File: src/hw/rtl/sdspi_pkg.sv
// ----------------------------------------------------------------------------
// sdspi_pkg
// Shared types, codes and command frames of the SD card SPI sequencer.
// ----------------------------------------------------------------------------
`default_nettype none

package sdspi_pkg;

  localparam int INIT_BYTES_DEF = 76;

  // Sequencer phase codes
  localparam logic [3:0] PH_IDLE = 4'd0;
  localparam logic [3:0] PH_INIT = 4'd1;
  localparam logic [3:0] PH_C0   = 4'd2;
  localparam logic [3:0] PH_C8   = 4'd3;
  localparam logic [3:0] PH_C55  = 4'd4;
  localparam logic [3:0] PH_C41  = 4'd5;
  localparam logic [3:0] PH_C17  = 4'd6;
  localparam logic [3:0] PH_POLL = 4'd7;
  localparam logic [3:0] PH_DATA = 4'd8;
  localparam logic [3:0] PH_DONE = 4'd9;

  // Configuration register indexes
  localparam logic [1:0] CFG_START_ADDRESS = 2'd0;
  localparam logic [1:0] CFG_READ_LENGTH   = 2'd1;

  localparam logic [12:0] READ_LENGTH_RST = 13'd512;

  // Input item kinds
  localparam logic KIND_START    = 1'b0;
  localparam logic KIND_EXCHANGE = 1'b1;

  // Command frame layout: six command bytes, then response bytes
  localparam logic [3:0] CMD_LEN    = 4'd6;
  localparam logic [3:0] RSP_BYTE1  = 4'd7;   // second response byte
  localparam logic [3:0] RSP_BYTE4  = 4'd10;
  localparam logic [3:0] RSP_BYTE5  = 4'd11;

  localparam logic [7:0] BYTE_IDLE  = 8'hFF;
  localparam logic [7:0] TOKEN_DATA = 8'hFE;
  localparam logic [7:0] CMD17_HEAD = 8'h51;
  localparam logic [7:0] CMD17_CRC  = 8'h01;
  localparam logic [7:0] R1_IDLE    = 8'h01;
  localparam logic [7:0] R1_READY   = 8'h00;
  localparam logic [7:0] CHK_PATTERN = 8'hAA;

  // Command frames, byte 0 in the lowest bits
  localparam logic [47:0] FRAME_CMD0  = 48'h95_00_00_00_00_40;
  localparam logic [47:0] FRAME_CMD8  = 48'h87_AA_01_00_00_48;
  localparam logic [47:0] FRAME_CMD55 = 48'h65_00_00_00_00_77;
  localparam logic [47:0] FRAME_CMD41 = 48'h77_00_00_00_40_69;

  typedef struct packed {
    logic       kind;
    logic [7:0] rx_byte;
  } item_t;

  typedef struct packed {
    logic [7:0] tx_byte;
    logic       send_next;
    logic       deselect;
    logic [7:0] data_byte;
    logic       data_valid;
    logic       data_last;
    logic       cmd8_fault;
    logic       done_res;
  } result_t;

  // Frame length of a command phase, including its response bytes where it has them (CMD17 has none)
  function automatic logic [3:0] frame_total(input logic [3:0] ph);
    logic [3:0] n;
    unique case (ph)
      PH_C0:   n = 4'd9;
      PH_C8:   n = 4'd13;
      PH_C55:  n = 4'd9;
      PH_C41:  n = 4'd9;
      PH_C17:  n = 4'd6;
      default: n = 4'd1;
    endcase
    return n;
  endfunction

  // Byte sent at position idx of a command phase; response slots send 0xFF
  function automatic logic [7:0] cmd_byte(input logic [3:0]  ph,
                                          input logic [3:0]  idx,
                                          input logic [31:0] addr);
    logic [47:0] frame;
    logic [5:0]  sel;
    unique case (ph)
      PH_C0:   frame = FRAME_CMD0;
      PH_C8:   frame = FRAME_CMD8;
      PH_C55:  frame = FRAME_CMD55;
      PH_C41:  frame = FRAME_CMD41;
      PH_C17:  frame = {CMD17_CRC, addr[7:0], addr[15:8], addr[23:16], addr[31:24],
                        CMD17_HEAD};
      default: frame = {6{BYTE_IDLE}};
    endcase
    sel = {idx[2:0], 3'b000};
    if (idx >= CMD_LEN) begin
      return BYTE_IDLE;
    end
    return frame[sel +: 8];
  endfunction

endpackage

`default_nettype wire

File: src/hw/rtl/sdspi_in_stage.sv
// ----------------------------------------------------------------------------
// sdspi_in_stage
// Input register of the sequencer: captures one transfer per cycle while it is empty or its held item moves on.
// ----------------------------------------------------------------------------
`default_nettype none

module sdspi_in_stage (
  input  wire                 clk,
  input  wire                 rst_n,
  input  wire                 in_valid,
  output logic                in_ready,
  input  sdspi_pkg::item_t    in_item,
  input  wire                 adv,
  output logic                item_valid,
  output sdspi_pkg::item_t    item
);

  logic             vld_r, vld_nxt;
  sdspi_pkg::item_t item_r;

  // Accept while empty or while the held item moves on this cycle
  assign in_ready = !vld_r || adv;

  always_comb begin
    vld_nxt = vld_r;
    if (in_valid && in_ready) begin
      vld_nxt = 1'b1;
    end else if (adv) begin
      vld_nxt = 1'b0;
    end
  end

  always_ff @(posedge clk) begin
    if (!rst_n) begin
      vld_r <= 1'b0;
    end else begin
      vld_r <= vld_nxt;
    end
  end

  always_ff @(posedge clk) begin
    if (in_valid && in_ready) begin
      item_r <= in_item;
    end
  end

  assign item_valid = vld_r;
  assign item       = item_r;

endmodule

`default_nettype wire

File: src/hw/rtl/sdspi_seq.sv
// ----------------------------------------------------------------------------
// sdspi_seq
// Sequencer state and next-byte decision for one completed exchange.
// ----------------------------------------------------------------------------
`default_nettype none

module sdspi_seq #(
  parameter int INIT_BYTES = sdspi_pkg::INIT_BYTES_DEF
) (
  input  wire                  clk,
  input  wire                  rst_n,
  input  wire                  adv,
  input  sdspi_pkg::item_t     item,
  input  wire  [31:0]          start_address,
  input  wire  [12:0]          read_length,
  output sdspi_pkg::result_t   res
);

  logic [3:0]  phase_r, phase_nxt;
  logic [12:0] pos_r, pos_nxt;
  logic        chk_r, chk_nxt;
  logic        fault_r, fault_nxt;
  logic        fin_r, fin_nxt;
  logic [13:0] pos_inc;
  logic [7:0]  rx;
  logic        data_valid, data_last;
  logic [7:0]  data_byte;

  assign pos_inc = {1'b0, pos_r} + 14'd1;
  assign rx      = item.rx_byte;

  always_comb begin
    phase_nxt  = phase_r;
    pos_nxt    = pos_r;
    chk_nxt    = chk_r;
    fault_nxt  = fault_r;
    fin_nxt    = fin_r;
    data_byte  = 8'h00;
    data_valid = 1'b0;
    data_last  = 1'b0;
    if (item.kind == sdspi_pkg::KIND_START) begin
      phase_nxt = sdspi_pkg::PH_INIT;
      pos_nxt   = 13'd0;
      chk_nxt   = 1'b0;
      fault_nxt = 1'b0;
      fin_nxt   = 1'b0;
    end else begin
      unique case (phase_r)
        sdspi_pkg::PH_INIT: begin
          if (pos_inc >= 14'(INIT_BYTES)) begin
            phase_nxt = sdspi_pkg::PH_C0;
            pos_nxt   = 13'd0;
          end else begin
            pos_nxt = pos_inc[12:0];
          end
        end
        sdspi_pkg::PH_C0, sdspi_pkg::PH_C8, sdspi_pkg::PH_C55, sdspi_pkg::PH_C41,
        sdspi_pkg::PH_C17: begin
          if (phase_r == sdspi_pkg::PH_C0 && pos_r == 13'(sdspi_pkg::RSP_BYTE1)) begin
            chk_nxt = (rx == sdspi_pkg::R1_IDLE);
          end
          if (phase_r == sdspi_pkg::PH_C41 && pos_r == 13'(sdspi_pkg::RSP_BYTE1)) begin
            chk_nxt = (rx == sdspi_pkg::R1_READY);
          end
          // Interface condition echo: any mismatch latches the fault
          if (phase_r == sdspi_pkg::PH_C8) begin
            if ((pos_r == 13'(sdspi_pkg::RSP_BYTE1) && rx != sdspi_pkg::R1_IDLE) ||
                (pos_r == 13'(sdspi_pkg::RSP_BYTE4) && rx != sdspi_pkg::R1_IDLE) ||
                (pos_r == 13'(sdspi_pkg::RSP_BYTE5) && rx != sdspi_pkg::CHK_PATTERN)) begin
              fault_nxt = 1'b1;
            end
          end
          if (pos_inc < 14'(sdspi_pkg::frame_total(phase_r))) begin
            pos_nxt = pos_inc[12:0];
          end else begin
            pos_nxt = 13'd0;
            unique case (phase_r)
              sdspi_pkg::PH_C0:  phase_nxt = chk_nxt ? sdspi_pkg::PH_C8 : sdspi_pkg::PH_C0;
              sdspi_pkg::PH_C8:  phase_nxt = sdspi_pkg::PH_C55;
              sdspi_pkg::PH_C55: phase_nxt = sdspi_pkg::PH_C41;
              sdspi_pkg::PH_C41: phase_nxt = chk_nxt ? sdspi_pkg::PH_C17 : sdspi_pkg::PH_C55;
              default:           phase_nxt = sdspi_pkg::PH_POLL;
            endcase
          end
        end
        sdspi_pkg::PH_POLL: begin
          if (rx == sdspi_pkg::TOKEN_DATA) begin
            pos_nxt = 13'd0;
            if (read_length == 13'd0) begin
              phase_nxt = sdspi_pkg::PH_DONE;
              fin_nxt   = 1'b1;
            end else begin
              phase_nxt = sdspi_pkg::PH_DATA;
            end
          end
        end
        sdspi_pkg::PH_DATA: begin
          data_byte  = rx;
          data_valid = 1'b1;
          if (pos_inc >= {1'b0, read_length}) begin
            data_last = 1'b1;
            phase_nxt = sdspi_pkg::PH_DONE;
            pos_nxt   = 13'd0;
            fin_nxt   = 1'b1;
          end else begin
            pos_nxt = pos_inc[12:0];
          end
        end
        default: begin
        end
      endcase
    end
  end

  // Byte to issue next, from the updated phase and position
  always_comb begin
    unique case (phase_nxt)
      sdspi_pkg::PH_INIT: begin
        res.tx_byte   = sdspi_pkg::BYTE_IDLE;
        res.send_next = 1'b1;
        res.deselect  = 1'b1;
      end
      sdspi_pkg::PH_C0, sdspi_pkg::PH_C8, sdspi_pkg::PH_C55, sdspi_pkg::PH_C41,
      sdspi_pkg::PH_C17: begin
        res.tx_byte   = sdspi_pkg::cmd_byte(phase_nxt, pos_nxt[3:0], start_address);
        res.send_next = 1'b1;
        res.deselect  = 1'b0;
      end
      sdspi_pkg::PH_POLL, sdspi_pkg::PH_DATA: begin
        res.tx_byte   = sdspi_pkg::BYTE_IDLE;
        res.send_next = 1'b1;
        res.deselect  = 1'b0;
      end
      default: begin
        res.tx_byte   = sdspi_pkg::BYTE_IDLE;
        res.send_next = 1'b0;
        res.deselect  = 1'b1;
      end
    endcase
    res.data_byte  = data_byte;
    res.data_valid = data_valid;
    res.data_last  = data_last;
    res.cmd8_fault = fault_nxt;
    res.done_res   = fin_nxt;
  end

  always_ff @(posedge clk) begin
    if (!rst_n) begin
      phase_r <= sdspi_pkg::PH_IDLE;
      pos_r   <= 13'd0;
      chk_r   <= 1'b0;
      fault_r <= 1'b0;
      fin_r   <= 1'b0;
    end else if (adv) begin
      phase_r <= phase_nxt;
      pos_r   <= pos_nxt;
      chk_r   <= chk_nxt;
      fault_r <= fault_nxt;
      fin_r   <= fin_nxt;
    end
  end

  a_fin_in_done: assert property (@(posedge clk) disable iff (!rst_n)
    fin_r |-> phase_r == sdspi_pkg::PH_DONE)
    else $error("finished flag set outside the done phase");

  a_last_has_data: assert property (@(posedge clk) disable iff (!rst_n)
    adv && res.data_last |-> res.data_valid && res.done_res)
    else $error("last data byte without data or completion");

  a_idle_fields: assert property (@(posedge clk) disable iff (!rst_n)
    adv && !res.send_next |-> res.tx_byte == sdspi_pkg::BYTE_IDLE && res.deselect)
    else $error("idle result carries a live byte or select");

  a_data_fires_once: assert property (@(posedge clk) disable iff (!rst_n)
    adv && res.data_last |=> !(phase_r == sdspi_pkg::PH_DATA))
    else $error("data phase continued past the last byte");

endmodule

`default_nettype wire

File: src/hw/rtl/sdspi_out_stage.sv
// ----------------------------------------------------------------------------
// sdspi_out_stage
// Result register: holds one result until the consumer takes it.
// ----------------------------------------------------------------------------
`default_nettype none

module sdspi_out_stage (
  input  wire                  clk,
  input  wire                  rst_n,
  input  wire                  item_valid,
  output logic                 adv,
  input  sdspi_pkg::result_t   res,
  output logic                 out_valid,
  input  wire                  out_ready,
  output sdspi_pkg::result_t   out_res
);

  logic               vld_r, vld_nxt;
  sdspi_pkg::result_t res_r;

  // Move an item forward when the result slot is free or being drained
  assign adv = item_valid && (!vld_r || out_ready);

  always_comb begin
    vld_nxt = vld_r;
    if (adv) begin
      vld_nxt = 1'b1;
    end else if (out_ready) begin
      vld_nxt = 1'b0;
    end
  end

  always_ff @(posedge clk) begin
    if (!rst_n) begin
      vld_r <= 1'b0;
    end else begin
      vld_r <= vld_nxt;
    end
  end

  always_ff @(posedge clk) begin
    if (adv) begin
      res_r <= res;
    end
  end

  assign out_valid = vld_r;
  assign out_res   = res_r;

endmodule

`default_nettype wire

File: src/hw/rtl/sd_spi_init_block_read_sequencer.sv
// ----------------------------------------------------------------------------
// sd_spi_init_block_read_sequencer
// SD card SPI-mode bring-up and single block read, master-side sequencer.
// ----------------------------------------------------------------------------
//
//  channel  | direction | handshake            | payload
//  ---------+-----------+----------------------+---------------------------------
//  in_      | in        | in_tvalid/in_tready  | tuser kind, tdata rx_byte
//  out_     | out       | out_tvalid/out_tready| tdata next byte + status,
//           |           |                      | tuser data_valid, tlast data_last
//  cfg_     | in        | cfg_valid/cfg_ready  | cfg_index, cfg_data
//
//  Each transfer in passes an input register, one level of decision logic and
//  a result register; one transfer is taken per cycle while a result waiting
//  on out_tready does not hold the result register.
//  While a result waits on out_tready, the input register can still take one transfer.
//  rst_n is synchronous; it clears the phase, counters, flags and both stages
//  and loads start_address 0 and read_length 512.
//  Configuration writes are taken every cycle and are meant for idle periods.
// ----------------------------------------------------------------------------
`default_nettype none

module sd_spi_init_block_read_sequencer #(
  parameter int INIT_BYTES = sdspi_pkg::INIT_BYTES_DEF
) (
  input  wire         clk,
  input  wire         rst_n,
  // Exchange reports
  input  wire         in_tvalid,
  output logic        in_tready,
  input  wire  [7:0]  in_tdata,   // [7:0] rx_byte
  input  wire         in_tuser,   // [0] kind
  // Next byte and block data
  output logic        out_tvalid,
  input  wire         out_tready,
  output logic [23:0] out_tdata,  // [7:0] tx_byte, [8] send_next, [9] deselect,
                                  // [17:10] data_byte, [18] cmd8_fault,
                                  // [19] done_res, [23:20] zero
  output logic        out_tuser,  // [0] data_valid
  output logic        out_tlast,  // data_last
  // Register writes
  input  wire         cfg_valid,
  output logic        cfg_ready,
  input  wire  [1:0]  cfg_index,
  input  wire  [31:0] cfg_data
);

  logic [31:0]        start_address_r;
  logic [12:0]        read_length_r;
  sdspi_pkg::item_t   in_item;
  sdspi_pkg::item_t   item;
  sdspi_pkg::result_t res;
  sdspi_pkg::result_t out_res;
  logic               item_valid;
  logic               adv;

  // Registers are always writable
  assign cfg_ready = 1'b1;

  always_ff @(posedge clk) begin
    if (!rst_n) begin
      start_address_r <= 32'd0;
      read_length_r   <= sdspi_pkg::READ_LENGTH_RST;
    end else if (cfg_valid && cfg_ready) begin
      if (cfg_index == sdspi_pkg::CFG_START_ADDRESS) begin
        start_address_r <= cfg_data;
      end
      if (cfg_index == sdspi_pkg::CFG_READ_LENGTH) begin
        read_length_r <= cfg_data[12:0];
      end
    end
  end

  assign in_item.kind    = in_tuser;
  assign in_item.rx_byte = in_tdata;

  sdspi_in_stage u_in (
    .clk        (clk),
    .rst_n      (rst_n),
    .in_valid   (in_tvalid),
    .in_ready   (in_tready),
    .in_item    (in_item),
    .adv        (adv),
    .item_valid (item_valid),
    .item       (item)
  );

  sdspi_seq #(
    .INIT_BYTES (INIT_BYTES)
  ) u_seq (
    .clk           (clk),
    .rst_n         (rst_n),
    .adv           (adv),
    .item          (item),
    .start_address (start_address_r),
    .read_length   (read_length_r),
    .res           (res)
  );

  sdspi_out_stage u_out (
    .clk        (clk),
    .rst_n      (rst_n),
    .item_valid (item_valid),
    .adv        (adv),
    .res        (res),
    .out_valid  (out_tvalid),
    .out_ready  (out_tready),
    .out_res    (out_res)
  );

  // Pack the result transfer
  assign out_tdata = {4'd0, out_res.done_res, out_res.cmd8_fault, out_res.data_byte,
                      out_res.deselect, out_res.send_next, out_res.tx_byte};
  assign out_tuser = out_res.data_valid;
  assign out_tlast = out_res.data_last;

endmodule

`default_nettype wire
File: config.mk
export PLATFORM = sky130hd
export DESIGN_NAME = sd_spi_init_block_read_sequencer
export DESIGN_NICKNAME = d
export VERILOG_FILES = /design/src/hw/rtl/sdspi_pkg.sv /design/src/hw/rtl/sdspi_in_stage.sv /design/src/hw/rtl/sdspi_seq.sv /design/src/hw/rtl/sdspi_out_stage.sv /design/src/hw/rtl/sd_spi_init_block_read_sequencer.sv
export SDC_FILE = /design/constraint.sdc
export NUM_CORES = 1
export LEC_CHECK = 0
export ABC_CLOCK_PERIOD_IN_PS = 8100
export BUFFER_PORTS_ARGS = -buffer_cell sky130_fd_sc_hd__buf_2
export CAP_MARGIN = 20
export CORE_MARGIN = 2
export CORE_UTILIZATION = 63
export DETAILED_ROUTE_END_ITERATION = 7
export PLACE_DENSITY = 0.95
export SLEW_MARGIN = 20
export SYNTH_ARGS = -nofsm -noshare
export SYNTH_HDL_FRONTEND = slang
export SYNTH_SLANG_ARGS = --single-unit
File: constraint.sdc
create_clock -name clk -period 8.1 [get_ports clk]
set_clock_uncertainty 0.15 [all_clocks]
set_input_delay 1.62 -clock clk [delete_from_list [all_inputs] [get_ports clk]]
set_output_delay 1.62 -clock clk [all_outputs]
set_load 0.01 [all_outputs]
==> reports/summary.txt, run 1 <==
Crit path kind: flip-flop to flip-flop
Largest family of logic cells by synthesized area: simple AND/OR/NAND/NOR gates
Lkg Pwr: 2.34 nW
Crit path required time: 8.10 ns
Post-layout util: 0.699
Most common cell after layout, fill and taps aside: nand2_1
Clk buf depth: 2
Post-Syn Area: 5950 um^2
Worst-path clk slew: 0.11 ns
Number of global-route vias before repair: 4983
Nets: 785
Crit path launch type: flip-flop
Die Ht: 101 um
Hold_buf cts: 0
Most frequent cells in the layout: nand2_1, buf_2, dfxtp_1, a21boi_0, edfxtp_1
Fin crit share: 0.684
Crit path time final: 5.54 ns
Initial antenna violation count: 0
CP arrival: 5.54 ns
Syn-to-layout area delta: 8.14%
Fmax: 180 MHz
Primary FF master, synth: dfxtp_1
Num CTS Buffers: 9
Post-Synth XOR/XNOR Area: 0.0250
Final Hold Vio Count: 0
Worst-case vdd ir drop: 0.117 mV
Max-Cap Viols: 0
TritonCTS clock tree: built
Compound-Gate Fraction of Synth Area: 0.223
Share of post-route cells with drive strength above 1: 0.174
Post-synth EDFFs: 31
Post-DR wirelength/cell: 17.7 um
Power per standard cell area: 149 nW/um^2
Synthesized instance count: 682
Yosys cell types: 81
Worst setup EP type: flip-flop
DP Area: 6210 um^2
DIE WIDTH: 101 um
Postcts setup bufs: 0
Post-CTS sizing: 0
Seq cells post-synth: 98
Worst Tran Pin Value: 0.985 ns
First-pass GRT wire length: 23800 um
Syn_area_per_cell: 8.72 um^2
Antenna viol nets, final: 0
Routed WL: 14800 um
Grt total ovfl: 0
IO Pins: 77
Initial DRC count: 293
Root Buffer: clkbuf_8
Std-Cell Rows: 35
CP Max Fanout: 13
CTS H-Tree Depth: 3
CTS Sinks: 98
Worst rel slew slack: 0.339
Yosys Warn Count: 0
Die Footprint: 10200 um^2
Slew Limit Fails: 0
Avg Vias per Cell: 6.28
Initial core utilization: 0.647
Status: completed
FFs w/ async S/R, synth: 0
Core area: 9200 um^2
Sequential cell area fraction in the yosys report: 0.382
Simple-gate share of the synthesized area: 0.242
DR DRC count: 0
Largest net degree at the start of global routing: 68
Placer Congestion: 0.941
Antenna cells: 0
Setup TNS: 0 ns
Later-pin clock latency in the skew report: 0.38 ns
Finished Cell Area: 6430 um^2
Post-synthesis mux area share: 0.0290
Hold Path Class: flip-flop to flip-flop
Vias: 5243
RSZ-0062 raised after global routing: no
Global Route Usage Sum: 0.294
Post-DP HPWL: 10900 um
1st-pass router iterations: 5
Port bufs: 71
Final setup vio count: 0
Adder and majority cell fraction of the synthesized area: 0.0379
==> registers in the layout, indices dropped and copies added, names as in the netlist <==
| signal | flops |
|---|---|
| read_length_r | 13 |
| start_address_r | 32 |
| u_in.item | 9 |
| u_in.item_valid | 1 |
| u_out.out_res | 22 |
| u_out.out_valid | 1 |
| u_seq.chk_r | 1 |
| u_seq.fault_r | 1 |
| u_seq.fin_r | 1 |
| u_seq.phase_r | 4 |
| u_seq.pos_r | 13 |
==> report_power, final <==
part / leakage, nW / switching, mW / internal, mW
registers: 0.816 / 0.0118 / 0.520
clock network: 0.111 / 0.197 / 0.140
logic: 1.41 / 0.0519 / 0.0343
==> cell usage after synthesis, types with 6 or more instances <==
master      n  area share
nand2_1   125       0.079
dfxtp_1    67        0.23
a21boi_0   48       0.061
edfxtp_1   31        0.16
clkbuf_1   27       0.017
o21ai_0    26       0.022
inv_1      24       0.015
a21oi_1    22       0.019
nor3_1     21       0.018
nor2_1     20       0.013
ha_1       18       0.038
nor2b_1    15       0.016
nand3_1    13       0.011
and2_1     12       0.013
and3_1     11       0.012
buf_2      11      0.0093
nand4_1    11       0.012
xnor2_1    11       0.016
a22oi_1    10       0.013
buf_4       8       0.010
nand2b_1    7      0.0074
nand3b_1    7      0.0088
mux2_2      6       0.011
mux2i_1     6       0.010
o21a_1      6      0.0076
xor2_1      6      0.0088
==> worst max-delay path, cell delays in order (launching register included) <==
cell	delay [ns]
dfxtp_1	0.58
ha_1	0.44
and4_4	0.31
or4b_1	0.45
xor2_1	0.27
inv_1	0.10
ha_1	0.30
a21oi_1	0.11
o21ai_0	0.12
a2111oi_0	0.55
a22oi_1	0.16
a21oi_1	0.61
buf_4	0.28
nor2_1	0.12
o41ai_4	0.35
a31oi_1	0.07
a221o_1	0.33
==> final cells by class <==
class / instances / area [um^2]
multi-input cells: 512 / 3340
fillers: 724 / 2770
flip-flops and latches: 98 / 2270
repair buffers: 73 / 370
clock buffers: 10 / 149
well taps: 111 / 139
inverters: 25 / 93.8
clock inverters: 6 / 65.1
==> through the flow <==
stage / hold WS (ns) / worst slack, ns / cells / power, mW
3_3_place_gp: 0.305 / 2.79 / 819 / 0.624
2_1_floorplan: 0.288 / 3.78 / 685 / 0.598
3_5_place_dp: 0.312 / 2.67 / 819 / 0.628
5_1_grt: 0.354 / 2.17 / 835 / 0.984
6_report: 0.327 / 2.56 / 835 / 0.956
4_1_cts: 0.327 / 2.65 / 835 / 0.955
==> metal layers <==
layer  wire length (um)  part of all wire  track usage
met1               5940              0.40        0.352
met2               7340              0.50        0.507
met3               1000             0.068       0.0635
met4                482             0.033        0.131
met5                  0                 0            0
==> cell families after synthesis <==
kind of cell	Yosys count
multiplexers	14
buffers and inverters	75
XOR/XNOR	17
adder cells (fa/ha/maj)	18
flip-flops	98
AO/OA/AOI/OAI	177
other	2
AND/OR/NAND/NOR	281
==> worst paths after layout <==
path | startpoint | end | slack (ns) | cells after the start
worst max-delay path | u_seq.pos_r[0] | u_out.out_res[19] | 2.56 | 16
worst min-delay path | start_address_r[31] | start_address_r[31] | 0.33 | 2
worst max register to register | u_seq.pos_r[0] | u_out.out_res[19] | 2.56 | 16
worst min register to register | start_address_r[31] | start_address_r[31] | 0.33 | 2
Power figures use the tool's default switching activity.
==> run 2, diff against run 1 <==
ABC_AREA = 1   (was default)
ABC_CLOCK_PERIOD_IN_PS = 5000   (was 8100)
CORE_UTILIZATION = 53   (was 63)
PLACE_DENSITY = 0.87   (was 0.95)
clock period = 5 ns   (was 8.1 ns; I/O delays follow)
==> reports/summary.txt, run 2 <==
Status: completed
Clk buf depth: 2
CP Max Fanout: 13
Most common cell after layout, fill and taps aside: nand2_1
Worst setup EP type: flip-flop
Pre-CTS setup slack: 0.951 ns
Worst rel slew slack: 0.337
Post-DR wirelength/cell: 13.6 um
TritonCTS clock tree: built
Post-synth EDFFs: 31
CP startpoint: u_seq.pos_r[0]
Initial antenna violation count: 0
Crit path kind: flip-flop to flip-flop
Tot Pwr: 1.81 mW
Hold Path Class: flip-flop to flip-flop
Initial DRC count: 378
Primary FF master, synth: dfxtp_1
Later-pin clock latency in the skew report: 0.38 ns
Post-layout util: 0.594
Port bufs: 71
Clk pwr share: 0.273
Reg-to-Reg End: u_out.out_res[19]
Share of the synthesized area in the top cell type: 0.229
Worst r2r src: u_seq.pos_r[0]
RSZ-0062 raised after global routing: no
Post-route setup slack: 0.890 ns
Final setup vio count: 0
Syn-to-layout area delta: 9.88%
Antenna cells: 0
P_int: 1.19 mW
Post-Syn Area: 5860 um^2
1st-pass router iterations: 7
Finished Cell Area: 6440 um^2
Final Hold Vio Count: 0
DIE WIDTH: 109 um
Fin crit share: 0.822
FFs w/ async S/R, synth: 0
Die Ht: 109 um
Post-DP HPWL: 10700 um
Yosys Warn Count: 0
Number of global-route vias before repair: 4832
Biggest register: start_address_r
Crit path required time: 5.00 ns
Power share of the sequential group: 0.492
Crit path time final: 4.11 ns
Worst-case vdd ir drop: 0.125 mV
Yosys cell types: 42
Die Footprint: 11900 um^2
Placer Congestion: 0.995
Postcts setup bufs: 0
IO Pins: 77
Avg Vias per Cell: 5.43
Core area: 10800 um^2
Num CTS Buffers: 9
CP arrival: 4.11 ns
Worst Tran Pin Value: 0.994 ns
Max reg flops: 32
Initial core utilization: 0.541
Combinational power share: 0.235
Hold_buf cts: 0
Syn_area_per_cell: 7.06 um^2
Power per standard cell area: 281 nW/um^2
Top-count cell post-synth: nand2_1
Routed WL: 14000 um
Worst R2R Path Depth: 24
Commonest cells in the netlist: nand2_1, nor2_1, inv_1
DP Area: 6260 um^2
Flop2flop setup slack: 0.89 ns
Sequential cell area fraction in the yosys report: 0.388
Largest net degree at the start of global routing: 55
P_sw: 617 uW
Vias: 5599
Std-Cell Rows: 38
Filler cells: 1026
Worst-path clk slew: 0.11 ns
Lkg Pwr: 3.04 nW
Setup TNS: 0 ns
Synthesized instance count: 831
Global Route Usage Sum: 0.242
CTS H-Tree Depth: 3
First-pass GRT wire length: 22700 um
Sw frac: 0.341
Area contributors post-synth: dfxtp_1, edfxtp_1, nand2_1, nor2_1, a21oi_1
Seq cells post-synth: 98
Grt total ovfl: 0
CTS Sinks: 98
Most frequent cells in the layout: nand2_1, nor2_1, inv_1, buf_2, dfxtp_1
Slew Limit Fails: 0
Crit path launch type: flip-flop
Post-CTS sizing: 0
Antenna viol nets, final: 0
Root Buffer: clkbuf_8
Cell taking the most area after synthesis: dfxtp_1
Max-Cap Viols: 0
Nets: 953
DR DRC count: 0
Fmax: 243 MHz
Crit path capture: u_out.out_res[19]
Share of post-route cells with drive strength above 1: 0.172
## run 2: changes by cell type after synthesis, sizes merged, moves of 12 or more
cell	before	now
a21boi	49	0
o21ai	33	65
a21oi	22	65
nor2	22	138
inv	25	100
nor2b	15	0
nand2	125	188
and3	12	0
nand3	13	70
## run 2: cells by family (layout without fill, tap and decap cells)
| group | Yosys count | after routing | synth area share |
|---|---|---|---|
| adders and majority gates | 18 | 18 | 0.0384 |
| buffers and inverters | 133 | 191 | 0.0930 |
| AOI/OAI and AO/OA | 141 | 141 | 0.128 |
| and+or+nand+nor | 439 | 439 | 0.352 |
| DFF | 98 | 98 | 0.388 |
| other | 2 | 5 | 0.00128 |
## run 2: power by group through the flow
stage | Sequential [mW] | Clock, mW | Combinational (mW)
2_1_floorplan | 0.905 | 0 | 0.323
4_1_cts | 0.891 | 0.501 | 0.421
3_5_place_dp | 0.909 | 0 | 0.419
5_1_grt | 0.896 | 0.529 | 0.481
6_report | 0.891 | 0.494 | 0.427
3_3_place_gp | 0.908 | 0 | 0.417
## run 2: routing by layer
| metal | vias to the layer above | track usage | wire (um) |
|---|---|---|---|
| li1 | 2830 | - | - |
| met1 | 2561 | 0.352 | 6530 |
| met2 | 187 | 0.375 | 6380 |
| met3 | 21 | 0.0323 | 854 |
| met4 | 0 | 0.0714 | 223 |
| met5 | - | 0 | 0 |
## run 2: critical path: stages, from the launching register on
cell      delay [ns]
dfxtp_1         0.51
ha_1            0.28
nand2_2         0.14
inv_1           0.13
nand2_1         0.06
nand2_1         0.15
inv_1           0.09
ha_1            0.27
nand2_1         0.08
nor2_1          0.10
o21ai_0         0.08
o211ai_1        0.09
nand3_1         0.12
nand4_1         0.16
nand3_2         0.13
inv_2           0.08
o21ai_1         0.06
nand2_1         0.35
inv_1           0.25
a21oi_1         0.22
nand3_2         0.14
inv_2           0.11
nand2_1         0.05
inv_1           0.05
nand2_1         0.04
## run 2: final cells by class
cell class / count / area (um^2) / area share
timing repair buffer: 73 / 370 / 0.0575
inverter: 102 / 383 / 0.0594
multi-input combinational: 603 / 3060 / 0.475
clock inverter: 7 / 56.3 / 0.00874
clock buffer: 9 / 124 / 0.0192
sequential: 98 / 2270 / 0.353
tap: 140 / 175 / 0.0272
## run 2: how the worst min path moves through the flow
stage                   startpoint             endpoint  slack (ns)  depth (start not counted)
3_3_place_gp   start_address_r[13]  start_address_r[13]        0.30                          2
6_report       start_address_r[26]  start_address_r[26]        0.32                          2
5_1_grt        start_address_r[13]  start_address_r[13]        0.34                          2
4_1_cts        start_address_r[13]  start_address_r[13]        0.32                          2
3_5_place_dp   start_address_r[13]  start_address_r[13]        0.30                          2
2_1_floorplan  start_address_r[16]  start_address_r[16]        0.27                          2
## run 2: through the flow
step	cells	hold WS, ns
3_3_place_gp	1016	0.295
4_1_cts	1032	0.319
3_5_place_dp	1016	0.305
5_1_grt	1032	0.341
6_report	1032	0.319
2_1_floorplan	834	0.275
